**src/rtl/chained_led_matrix_frame_and_scan_top_assert.svh**
```systemverilog
// assertion macros for the led matrix frame and scan block
`ifndef CHAINED_LED_MATRIX_FRAME_AND_SCAN_TOP_ASSERT_SVH
`define CHAINED_LED_MATRIX_FRAME_AND_SCAN_TOP_ASSERT_SVH

// condition in this cycle implies consequence in the same cycle
`define CLMFS_ASSERT_NOW(lbl, ante, cons) \
    lbl: assert property (@(posedge i_clk) disable iff (!i_rst_n) (ante) |-> (cons)) \
        else $error("clmfs assertion failed");

// condition in this cycle implies consequence in the next cycle
`define CLMFS_ASSERT_NEXT(lbl, ante, cons) \
    lbl: assert property (@(posedge i_clk) disable iff (!i_rst_n) (ante) |=> (cons)) \
        else $error("clmfs assertion failed");

`endif

```
**src/rtl/clmfs_pkg.sv**
```systemverilog
// shared types and constants for the led matrix frame and scan block
package clmfs_pkg;

    localparam int BYTE_W    = 8;
    localparam int COL_OUT_W = 3;
    localparam int OUT_DW    = 24;

    localparam logic [BYTE_W-1:0] GAP_RESET = 8'd4;

    // input item kinds carried in tuser
    localparam logic REQ_BYTE = 1'b0;
    localparam logic REQ_TICK = 1'b1;

    // result kinds carried in tuser
    localparam logic OUT_SCAN = 1'b0;
    localparam logic OUT_FWD  = 1'b1;

    // result waiting for the frame store read data
    typedef struct packed {
        logic                 kind;
        logic [COL_OUT_W-1:0] col;
        logic [BYTE_W-1:0]    fwd;
        logic                 row_valid;
    } t_s1;

endpackage

```
**src/rtl/clmfs_ram.sv**
```systemverilog
// generic single write port ram with registered read
module clmfs_ram #(
    parameter int WIDTH = 8,
    parameter int DEPTH = 8
) (
    input  logic                     i_clk,
    input  logic                     i_we,
    input  logic [$clog2(DEPTH)-1:0] i_waddr,
    input  logic [WIDTH-1:0]         i_wdata,
    input  logic                     i_re,
    input  logic [$clog2(DEPTH)-1:0] i_raddr,
    output logic [WIDTH-1:0]         o_rdata
);

    logic [WIDTH-1:0] r_mem [DEPTH];
    logic [WIDTH-1:0] r_rdata;

    // write port
    always_ff @(posedge i_clk) begin
        if (i_we) begin
            r_mem[i_waddr] <= i_wdata;
        end
    end

    // read port, data holds between reads
    always_ff @(posedge i_clk) begin
        if (i_re) begin
            r_rdata <= r_mem[i_raddr];
        end
    end

    assign o_rdata = r_rdata;

endmodule

```
**src/rtl/chained_led_matrix_frame_and_scan_top.sv**
```systemverilog
// Daisy-chained LED matrix node: frame capture, downstream forwarding, column scan.
// A result reaches the master side through the stage one register and then the output register.
// Throughput: one input transaction per cycle while the master side takes results,
//   set by the registered read of the frame store ram feeding a two-register output.
// Reset (synchronous, active low) clears counters, sync flag and the per-entry valid
//   bits of the frame store at once, so the store reads as zero; no clearing pass.
module chained_led_matrix_frame_and_scan_top #(
    parameter int MATRIX_SIZE = 8
) (
    input  logic                         i_clk,
    input  logic                         i_rst_n,
    // configuration: gap_ticks
    input  logic                         i_cfg_valid,
    output logic                         o_cfg_ready,
    input  logic [clmfs_pkg::BYTE_W-1:0] i_cfg_data,
    // input stream
    input  logic                         i_s_tvalid,
    output logic                         o_s_tready,
    input  logic [7:0]                   i_s_tdata,  // [7:0] rx_byte
    input  logic                         i_s_tuser,  // [0] req_type
    // output stream
    output logic                         o_m_tvalid,
    input  logic                         i_m_tready,
    output logic [clmfs_pkg::OUT_DW-1:0] o_m_tdata,  // [2:0] active_column,
                                                     // [10:3] row_bits, [18:11] fwd_byte,
                                                     // [23:19] zero
    output logic                         o_m_tuser   // [0] out_kind
);

    import clmfs_pkg::*;

    localparam int CW = $clog2(MATRIX_SIZE);
    localparam int WW = $clog2(MATRIX_SIZE + 1);

    logic [BYTE_W-1:0]      r_gap;
    logic [BYTE_W-1:0]      r_idle, n_idle;
    logic [WW-1:0]          r_widx, n_widx;
    logic                   r_synced, n_synced;
    logic [CW-1:0]          r_col, n_col;
    logic [MATRIX_SIZE-1:0] r_valid;

    logic                   r_s1_valid;
    t_s1                    r_s1, n_s1;
    logic                   r_out_valid;
    logic                   r_out_kind;
    logic [OUT_DW-1:0]      r_out_data;

    logic                   in_acc;
    logic                   is_tick;
    logic [BYTE_W:0]        idle_next;
    logic                   gap_hit;
    logic [CW-1:0]          col_next;
    logic [CW+2:0]          col_ext;
    logic                   store_ok;
    logic                   ram_we;
    logic                   ram_re;
    logic                   res_valid;
    logic                   out_free;
    logic [BYTE_W-1:0]      ram_rdata;
    logic [BYTE_W-1:0]      s1_row;

    // handshakes
    assign o_cfg_ready = 1'b1;
    assign out_free    = !r_out_valid || i_m_tready;
    assign o_s_tready  = !r_s1_valid || out_free;
    assign in_acc      = i_s_tvalid && o_s_tready;
    assign is_tick     = (i_s_tuser == REQ_TICK);

    // gap detection and column step
    assign idle_next = {1'b0, r_idle} + 9'd1;
    assign gap_hit   = (idle_next >= {1'b0, r_gap});
    assign col_next  = (r_col == CW'(MATRIX_SIZE - 1)) ? '0 : r_col + 1'b1;
    assign col_ext   = {3'b000, col_next};

    // frame store access decisions
    assign store_ok  = r_synced && (r_widx < WW'(MATRIX_SIZE));
    assign ram_we    = in_acc && !is_tick && store_ok;
    assign ram_re    = in_acc && is_tick;
    assign res_valid = in_acc && (is_tick || (r_synced && !store_ok));

    // next control state for an accepted transaction
    always_comb begin
        n_idle   = r_idle;
        n_widx   = r_widx;
        n_synced = r_synced;
        n_col    = r_col;
        if (in_acc) begin
            if (is_tick) begin
                n_col = col_next;
                if (gap_hit) begin
                    n_idle   = '0;
                    n_widx   = '0;
                    n_synced = 1'b1;
                end else begin
                    n_idle = idle_next[BYTE_W-1:0];
                end
            end else begin
                n_idle = '0;
                if (store_ok) begin
                    n_widx = r_widx + 1'b1;
                end
            end
        end
    end

    // stage one payload
    always_comb begin
        n_s1.kind      = is_tick ? OUT_SCAN : OUT_FWD;
        n_s1.col       = is_tick ? col_ext[COL_OUT_W-1:0] : '0;
        n_s1.fwd       = is_tick ? '0 : i_s_tdata;
        n_s1.row_valid = is_tick && r_valid[col_next];
    end

    // control registers
    always_ff @(posedge i_clk) begin
        if (!i_rst_n) begin
            r_gap    <= GAP_RESET;
            r_idle   <= '0;
            r_widx   <= '0;
            r_synced <= 1'b0;
            r_col    <= '0;
        end else begin
            if (i_cfg_valid && o_cfg_ready) begin
                r_gap <= i_cfg_data;
            end
            r_idle   <= n_idle;
            r_widx   <= n_widx;
            r_synced <= n_synced;
            r_col    <= n_col;
        end
    end

    // per-entry written flags, store reads as zero until written
    always_ff @(posedge i_clk) begin
        if (!i_rst_n) begin
            r_valid <= '0;
        end else if (ram_we) begin
            r_valid[r_widx[CW-1:0]] <= 1'b1;
        end
    end

    // frame store
    clmfs_ram #(
        .WIDTH (BYTE_W),
        .DEPTH (MATRIX_SIZE)
    ) u_store (
        .i_clk   (i_clk),
        .i_we    (ram_we),
        .i_waddr (r_widx[CW-1:0]),
        .i_wdata (i_s_tdata),
        .i_re    (ram_re),
        .i_raddr (col_next),
        .o_rdata (ram_rdata)
    );

    // stage one: waits for the store read
    always_ff @(posedge i_clk) begin
        if (!i_rst_n) begin
            r_s1_valid <= 1'b0;
        end else if (o_s_tready) begin
            r_s1_valid <= res_valid;
        end
    end

    always_ff @(posedge i_clk) begin
        if (o_s_tready && res_valid) begin
            r_s1 <= n_s1;
        end
    end

    assign s1_row = r_s1.row_valid ? ram_rdata : '0;

    // output register
    always_ff @(posedge i_clk) begin
        if (!i_rst_n) begin
            r_out_valid <= 1'b0;
        end else if (out_free) begin
            r_out_valid <= r_s1_valid;
        end
    end

    always_ff @(posedge i_clk) begin
        if (out_free && r_s1_valid) begin
            r_out_kind <= r_s1.kind;
            r_out_data <= {5'b00000, r_s1.fwd, s1_row, r_s1.col};
        end
    end

    assign o_m_tvalid = r_out_valid;
    assign o_m_tuser  = r_out_kind;
    assign o_m_tdata  = r_out_data;

    // checks
    `include "chained_led_matrix_frame_and_scan_top_assert.svh"

    `CLMFS_ASSERT_NOW(a_fwd_zero_scan, o_m_tvalid && (o_m_tuser == OUT_FWD), o_m_tdata[10:0] == 11'd0)
    `CLMFS_ASSERT_NOW(a_store_synced, ram_we, r_synced && !ram_re)
    `CLMFS_ASSERT_NOW(a_widx_bound, 1'b1, r_widx <= WW'(MATRIX_SIZE))
    `CLMFS_ASSERT_NEXT(a_tick_reaches_s1, ram_re, r_s1_valid && (r_s1.kind == OUT_SCAN))

endmodule

```
**config.mk**
```make
export PLATFORM = sky130hd
export DESIGN_NAME = chained_led_matrix_frame_and_scan_top
export DESIGN_NICKNAME = d
export VERILOG_FILES = /design/src/rtl/clmfs_pkg.sv /design/src/rtl/clmfs_ram.sv /design/src/rtl/chained_led_matrix_frame_and_scan_top.sv
export VERILOG_INCLUDE_DIRS = /design/src /design/src/rtl
export SDC_FILE = /design/constraint.sdc
export NUM_CORES = 1
export LEC_CHECK = 0
export BUFFER_PORTS_ARGS = -buffer_cell sky130_fd_sc_hd__clkbuf_2
export CORE_MARGIN = 3
export CORE_UTILIZATION = 63
export CTS_CLUSTER_DIAMETER = 200
export DETAILED_ROUTE_END_ITERATION = 10
export PLACE_DENSITY_LB_ADDON = 0.3
export SYNTH_ARGS = -nofsm -noshare
export SYNTH_HDL_FRONTEND = slang
export SYNTH_SLANG_ARGS = --single-unit
```
**constraint.sdc**
```tcl
create_clock -name i_clk -period 5.4 [get_ports i_clk]
set_input_delay 0.81 -clock i_clk [delete_from_list [all_inputs] [get_ports i_clk]]
set_output_delay 0.81 -clock i_clk [all_outputs]
set_load 0.005 [all_outputs]
```
## Yosys cells after proc, flatten, opt, wreduce, memory -nomap -nowiden

Memory sizes are Yosys's and may differ from the RTL's. A register that Yosys moved wholly into a read port is not among the register bits.
Cells that the tools add are included.

- Input bits: 22
- Memory bits (writable): 64
- Output and inout port bits: 28
- Bits in registers: 67
- Bits in latches: 0
- Bits in read-only memories: 0
- Memories: 1
- Logic and storage cells: 62

- Multiply operators: 0
- Mux-type cells: 13
- Divide/modulo/power cells: 0
- $lt $le $gt $ge: 5
- Reductions and logical operators: 22
- Shifts and indexed selects: 0
- Equal/unequal tests: 2
- Add/sub/neg operators: 3
- Bitwise operators: 1

Memories:

| memory | words | width | rd ports | clocked after Yosys merged registers in | write ports | line | source |
|---|---|---|---|---|---|---|---|
| u_store.r_mem | 8 | 8 | 1 | 1 | 1 | clmfs_ram.sv:15 | `logic [WIDTH-1:0] r_mem [DEPTH];` |

Operator list:

| cell | count |
|---|---|
| $mux 8 | 2 |
| $mux 4 | 3 |
| $logic_and 1x1->1 | 11 |
| $add 8x1->9 const B | 1 |
| $ge 9x8->1 | 1 |
| $lt 3x4->1 const B | 2 |
| $or 8x8->8 | 1 |
| $reduce_and 3->1 | 2 |
| $mux 1 | 5 |
| $add 4x1->4 const B | 1 |
| $logic_not 1->1 | 4 |
| $lt 4x4->1 const B | 1 |
| $add 3x1->3 const B | 1 |
| $bmux 1 s3 | 1 |
| $demux 1 s3 | 1 |
| $eq 3x3->1 const B | 1 |
| $ge 3x1->1 const B | 1 |
| $logic_or 1x1->1 | 3 |
| $mux 3 | 1 |
| $ne 2x1->1 const B | 1 |
| $reduce_and 2->1 | 1 |
| $reduce_bool 2->1 | 1 |

## Depth between registers and ports, before layout

Gate-level depths: netlist of run 1.

- Depth after elaboration: 8
- Mapped depth: 11
- Mapped depth without buffers: 11

## By module

Synthesis of run 1 repeated with hierarchy kept, for this count alone.

- Cell total of the unflattened synthesis: 385
- Area, all modules: 5783.0 µm²

By module, submodules not included:

| module | cells an instance | instances | sequential area each (µm²) | area an instance (µm²) |
|---|---|---|---|---|
| chained_led_matrix_frame_and_scan_top | 271 | 1 | 1671.6 | 3011.6 |
| clmfs_ram | 114 | 1 | 2162.1 | 2771.4 |

## Least setup slack after synthesis of run 1

Ideal clock, no wire load.

- Path kind: input -> register
- Start: input port i_m_tready
- End: register r_out_data[0] (netlist: o_m_tdata[0]) (enable)
- Buffers on the path: 0
- Setup time: 428 ps
- Data required time: 4972 ps
- Slack: 2614 ps
- Data arrival time: 2359 ps
- Cell stages on the path: 2
- Cells stage by stage: inv_1 > a21boi_0

- Cells in the longest elaborated chain, start to end: 2

RTL lines:

| what | line | source |
|---|---|---|
| start: declaration | chained_led_matrix_frame_and_scan_top.sv:23 | `input logic i_m_tready,` |
| $logic_or 1x1->1 | chained_led_matrix_frame_and_scan_top.sv:64 | `assign out_free = !r_out_valid \|\| i_m_tready;` |
| $logic_and 1x1->1 | chained_led_matrix_frame_and_scan_top.sv:183 | `if (out_free && r_s1_valid) begin` |
| end signal: assignment | chained_led_matrix_frame_and_scan_top.sv:185 | `r_out_data <= {5'b00000, r_s1.fwd, s1_row, r_s1.col};` |
| end: declaration | chained_led_matrix_frame_and_scan_top.sv:46 | `logic [OUT_DW-1:0] r_out_data;` |

No other way between the ends.
A chain may end at the register's enable or synchronous reset.

==> impl_metrics.json, run 1 <==
{
  "critPathMaxFanout": 29,
  "holdPathStages": 0,
  "rows": 33,
  "switching_share_pct": 20.6,
  "fmax_mhz": 327,
  "end_kind": "flop",
  "whs_endpoint": "o_m_tdata[12]",
  "grt_pass1_vias": 3362,
  "maxCapViolations": 0,
  "cts_tree": "done",
  "min_path_type": "flop to flop",
  "grt_max_degree": 30,
  "finalWorstSetupSlack_ns": 2.34,
  "p_leak_nw": 2.42,
  "r2r_slack_ns": 2.34,
  "antenna_found_initial": 0,
  "via_count": 3341,
  "synthFlopType": "edfxtp_1",
  "tightest_slew_ns": 1.29,
  "synth_edf_count": 105,
  "worst-setup-path-type": "flop to flop",
  "cts_resized": 0,
  "viasPerCell": 5.89,
  "p_per_area_mw_per_mm2": 379,
  "synth_warnings": 0,
  "clkTransAtPathRegs_ns": 0.06,
  "cts_root_buf": "clkbuf_8",
  "register_area_mm2": 0.00383,
  "p_sw_w": 0.000508,
  "syn_avg_cell_area_um2": 13.8,
  "routedWlPerCell_um": 18.4,
  "final_layout_size_suffix_gt1_share_pct": 22.1,
  "internal_power_w": 0.00195,
  "io_pins": 50,
  "cp.arrival_ns": 3.33,
  "hold_violations": 0,
  "cp_data_required_time_ns": 5.67,
  "grt_overflow_total": 0,
  "r2r_start": "r_col[0]",
  "slew_violations": 0,
  "dp_hpwl_mm": 6.61,
  "core_mm2": 0.00842,
  "final.setup.tns_ns": 0,
  "worst_clock_skew_ns": 0.00879,
  "r2r-end": "r_s1[0]",
  "cts_buffers": 17,
  "ys_seq_area_share_pct": 68.3,
  "ys_ff_latch": 139,
  "grt_pass1_wl_mm": 17.0,
  "ff2ff_path_depth": 5,
  "groute.usage.overall_pct": 22.6,
  "comb_power_share_pct": 3.9,
  "drc_errors": 0,
  "fill_cells": 486,
  "relSlewSlack_pct": 13.3,
  "io_buffers": 43,
  "clock_power_share_pct": 48.2,
  "period_share_pct": 56.7,
  "drt_iter0_markers": 339,
  "setup_viol": 0,
  "die_h_um": 100,
  "ctsHoldBuffers": 0,
  "htree_levels": 4,
  "rsz0062_at_grt": "false",
  "postCtsSetupBuffers": 0,
  "startpoint_type": "flop",
  "firstDrtPassIters": 6,
  "initial_utilization_pct": 66.6,
  "dieWidth_um": 100,
  "clock_path_buffers": 2,
  "die-area_mm2": 0.0101,
  "routed_wl_mm": 10.4,
  "synth.distinct_cells": 51,
  "place_ws_ns": 2.31,
  "seq_power_share_pct": 47.9,
  "syn_area_mm2": 0.00561,
  "synth_cells": 406,
  "gp_congestion": 0.801,
  "ant_nets": 0,
  "async_flop_share_pct": 0,
  "clock-sinks": 139,
  "hold_start": "r_s1[2]",
  "post-route-min-period_ns": 3.06,
  "insertion_delay_ns": 0.52,
  "synthToLayoutAreaGrowth_pct": 15.6,
  "nets": 484,
  "multi_input_area_mm2": 0.00161,
  "ir_worst_vdd_uv": 294,
  "status": "finished, final reports clean",
  "antenna_cells": 0
}
Yosys cell counts (6+ instances only):
master,number,area share [%]
mux4_2,9,3.6
ha_1,12,2.7
buf_4,6,0.80
a21oi_1,13,1.2
and2_1,12,1.3
clkbuf_1,15,1.0
mux2i_1,8,1.4
nand3_1,9,0.80
o21ai_1,8,0.71
nor2_1,45,3.0
dfxtp_1,34,12
nor2b_1,10,1.1
inv_1,16,1.1
nand2_1,24,1.6
xnor2_1,6,0.94
edfxtp_1,105,56
nor3_1,7,0.62
o21ai_0,7,0.62
flip-flops by register name, indices dropped and copies added (netlist names), 3 cells and up:
register / cells
o_m_tdata: 19
r_col: 3
r_gap: 8
r_idle: 8
r_s1: 13
r_valid: 8
r_widx: 4
u_store.o_rdata: 8
u_store.r_mem: 64
placed cells by master (no fill, tap or decap), drive strengths merged, types with 6 or more instances in the layout:
master,count
inv,17
o31a,6
nor3,7
xnor2,6
nand3,10
ha,12
clkbuf,60
o21ai,15
a21oi,14
dfxtp,34
nand2,24
mux2i,8
and2,12
nor2,46
clkinv,9
edfxtp,105
nor2b,10
conb,6
nand4,6
mux4,9
power by group through the flow:
stage | Combinational, W | Sequential, W | Clock, W
after floorplan | 0.0000677 | 0.00120 | 0
after global placement | 0.0000903 | 0.00120 | 0
after detailed placement | 0.0000941 | 0.00120 | 0
after CTS | 0.0000965 | 0.00118 | 0.00119
after global routing | 0.000108 | 0.00118 | 0.00124
final | 0.0000960 | 0.00118 | 0.00119
final cells by class:
class                   count  share of cell area (%)
clock buffers              17                    6.39
clock inverters            14                    3.03
inverters                  16                   0.926
multi-input cells         229                    24.7
flip-flops and latches    139                    59.1
well taps                 105                    2.03
repair buffers             47                    3.78
worst max path at each step:
| stage | to | from | cells past startpoint | slack [ns] |
|---|---|---|---|---|
| after global placement | u_store.r_mem[5][3] | i_s_tuser | 4 | 2.43 |
| after detailed placement | u_store.r_mem[5][4] | i_s_tuser | 4 | 2.31 |
| after floorplan | o_m_tdata[0] | i_m_tready | 2 | 2.61 |
| final | r_s1[0] | r_col[0] | 5 | 2.34 |
| after global routing | r_s1[0] | r_col[0] | 6 | 2.18 |
| after CTS | r_s1[0] | r_col[0] | 6 | 2.37 |
through the flow:
stage	total power, W	cells	instance area [um2]	hold WS, ns	util (%)
after global routing	0.00253	567	6490	0.423	77.0
after global placement	0.00129	536	5880	0.401	69.8
final	0.00246	567	6490	0.418	77.0
after CTS	0.00247	567	6490	0.419	77.0
after detailed placement	0.00130	536	5880	0.405	69.8
after floorplan	0.00126	410	5630	0.400	-
critical path, stage by stage, from the launching register on:
cell	delay (ns)
dfxtp_1	0.95
ha_1	0.29
ha_1	0.84
mux4_2	0.45
a21oi_1	0.20
nor2_1	0.07
layer usage:
| metal | vias up | GRT usage [%] | wire length (um) |
|---|---|---|---|
| li1 | 1573 | - | - |
| met2 | 139 | 35.8 | 5030 |
| met5 | - | 0 | 0 |
| met4 | 0 | 8.39 | 201 |
| met1 | 1608 | 29.7 | 4470 |
| met3 | 21 | 7.02 | 716 |
cell families (layout without fill, tap and decap cells):
kind of cell,Yosys count,in the layout,synth area share (%)
flip-flops,139,139,68.3
AND/OR/NAND/NOR,128,128,11.4
AO/OA/AOI/OAI,57,57,7.36
buffers and inverters,42,94,3.54
multiplexers,20,20,5.64
adder cells (fa/ha/maj),12,12,2.67
XOR/XNOR,6,6,0.936
other,2,6,0.134
No activity file was read; power rests on OpenSTA's default activity.
==> run 2: changes to the inputs <==
--- a/config.mk
+++ b/config.mk
@@ -8,7 +8,7 @@
 export LEC_CHECK = 0
 export BUFFER_PORTS_ARGS = -buffer_cell sky130_fd_sc_hd__clkbuf_2
 export CORE_MARGIN = 3
-export CORE_UTILIZATION = 63
+export CORE_UTILIZATION = 59
 export CTS_CLUSTER_DIAMETER = 200
 export DETAILED_ROUTE_END_ITERATION = 10
 export PLACE_DENSITY_LB_ADDON = 0.3
==> constraint.sdc (replaced) <==
create_clock -name i_clk -period 2.9 [get_ports i_clk]
set_input_delay 0.435 -clock i_clk [delete_from_list [all_inputs] [get_ports i_clk]]
set_output_delay 0.435 -clock i_clk [all_outputs]
set_load 0.005 [all_outputs]
==> impl_metrics.json, run 2 (synthesis results as in run 1) <==
{
  "viasPerCell": 5.58,
  "grt_pass1_wl_mm": 16.6,
  "grt_overflow_total": 0,
  "insertion_delay_ns": 0.51,
  "synthToLayoutAreaGrowth_pct": 17.1,
  "end_kind": "flop",
  "die_h_um": 104,
  "gp_congestion": 0.850,
  "tightest_slew_ns": 1.02,
  "cts_buffers": 17,
  "switching_share_pct": 21.6,
  "cts_tree": "done",
  "p_sw_w": 0.000987,
  "antenna_found_initial": 0,
  "htree_levels": 4,
  "worst-setup-path-type": "flop to flop",
  "dieWidth_um": 104,
  "most-common-layout-cells": "edfxtp_1, nor2_1, clkbuf_2, dfxtp_1, nand2_1",
  "critPathMaxFanout": 6,
  "seq_power_share_pct": 47.9,
  "groute.usage.overall_pct": 19.6,
  "rows": 34,
  "dp_hpwl_mm": 6.44,
  "hold_violations": 0,
  "io_buffers": 43,
  "power_w": 0.00456,
  "whs_ns": 0.152,
  "rsz0062_at_grt": "false",
  "slew_violations": 0,
  "clock-sinks": 139,
  "ir_worst_vdd_uv": 492,
  "routedWlPerCell_um": 16.8,
  "postCtsSetupBuffers": 0,
  "place_area_mm2": 0.00597,
  "maxCapViolations": 0,
  "clkTransAtPathRegs_ns": 0.06,
  "initial_utilization_pct": 62.5,
  "final_layout_size_suffix_gt1_share_pct": 23.5,
  "p_leak_nw": 2.45,
  "firstDrtPassIters": 5,
  "final.setup.tns_ns": 0,
  "grt_max_degree": 25,
  "clock_path_buffers": 2,
  "die-area_mm2": 0.0107,
  "worst_clock_skew_ns": 0.00639,
  "internal_power_w": 0.00357,
  "min_path_type": "input port to flop",
  "relSlewSlack_pct": 32.1,
  "p_per_area_mw_per_mm2": 694,
  "cts_root_buf": "clkbuf_8",
  "finalInstanceArea_mm2": 0.00657,
  "largest_reg_flops": 64,
  "core_mm2": 0.00898,
  "status": "finished, final reports clean",
  "drt_iter0_markers": 256,
  "comb_power_share_pct": 4.1,
  "via_count": 3334,
  "clock_power_share_pct": 47.9,
  "grt_pass1_vias": 3309,
  "startpoint_type": "flop",
  "antenna_cells": 0,
  "register_area_mm2": 0.00383,
  "ctsHoldBuffers": 0,
  "cp_data_required_time_ns": 3.31,
  "drc_errors": 0,
  "setup_viol": 0,
  "cp.arrival_ns": 3.10,
  "post-route-min-period_ns": 2.69,
  "period_share_pct": 92.9,
  "io_pins": 50,
  "top_register": "u_store.r_mem",
  "fmax_mhz": 371,
  "fill_cells": 547,
  "cts_resized": 0,
  "final_common_cell": "edfxtp_1",
  "routed_wl_mm": 10.0,
  "ant_nets": 0,
  "multi_input_area_mm2": 0.00161,
  "nets": 493
}
-- run 2: changes by cell type in the layout (fill, tap and decap cells not counted) --
cell	delta
inv_8	+1
clkinvlp_4	+3
buf_4	+9
clkbuf_1	+1
bufinv_16	-1
clkinv_2	-3
clkinv_4	-4
inv_6	+4
-- run 2: area by class of cell --
cell class / count / share of cell area, %
flip-flops and latches: 139 / 58.3
clock inverters: 14 / 2.82
inverters: 16 / 0.914
multi-input cells: 229 / 24.4
well taps: 126 / 2.40
repair buffers: 56 / 4.76
clock buffers: 18 / 6.36
-- run 2: power by group through the flow --
| stage | registers, W | logic (W) | clock network [W] |
|---|---|---|---|
| floorplan | 0.00223 | 0.000126 | 0 |
| global placement | 0.00223 | 0.000180 | 0 |
| detailed placement | 0.00223 | 0.000185 | 0 |
| CTS | 0.00219 | 0.000187 | 0.00221 |
| global route | 0.00219 | 0.000211 | 0.00229 |
| finish | 0.00219 | 0.000188 | 0.00219 |
-- run 2: routing by layer --
layer  routed length, um  part of all wire (%)  track usage, %  vias up
met4                  66                  0.66            7.79        0
met5                   0                     0               0        -
li1                    -                     -               -     1586
met1                4540                    45            26.9     1602
met3                 606                   6.0            5.16        7
met2                4800                    48            30.4      139
-- run 2: worst max-delay path, cell delays in order (launching register included) --
cell	delay (ns)
dfxtp_1	0.38
and2_1	0.20
nand4_1	0.22
nor2_1	0.19
xnor2_1	0.16
inv_1	0.07
ha_1	0.31
and3_4	0.17
a221oi_2	0.27
o31a_4	0.24
a21oi_4	0.09
a2111oi_4	0.31
-- run 2: path summary, 6_finish.rpt --
kind | from | end | slack [ns] | depth (start not counted)
setup / recovery | r_idle[2] | r_widx[1] | 0.21 | 11
hold reg to reg | r_s1[4] | o_m_tdata[14] | 0.42 | 0
hold / removal | i_cfg_data[2] | r_gap[2] | 0.15 | 3
setup reg to reg | r_idle[2] | r_widx[1] | 0.21 | 11
-- run 2: metrics by stage --
stage / std cells / worst slack [ns] / utilization [%]
2_1_floorplan: 410 / 0.489 / -
3_3_place_gp: 566 / 0.360 / 66.5
3_5_place_dp: 566 / 0.239 / 66.5
4_1_cts: 598 / 0.245 / 73.2
5_1_grt: 598 / 0.0311 / 73.2
6_report: 598 / 0.205 / 73.2
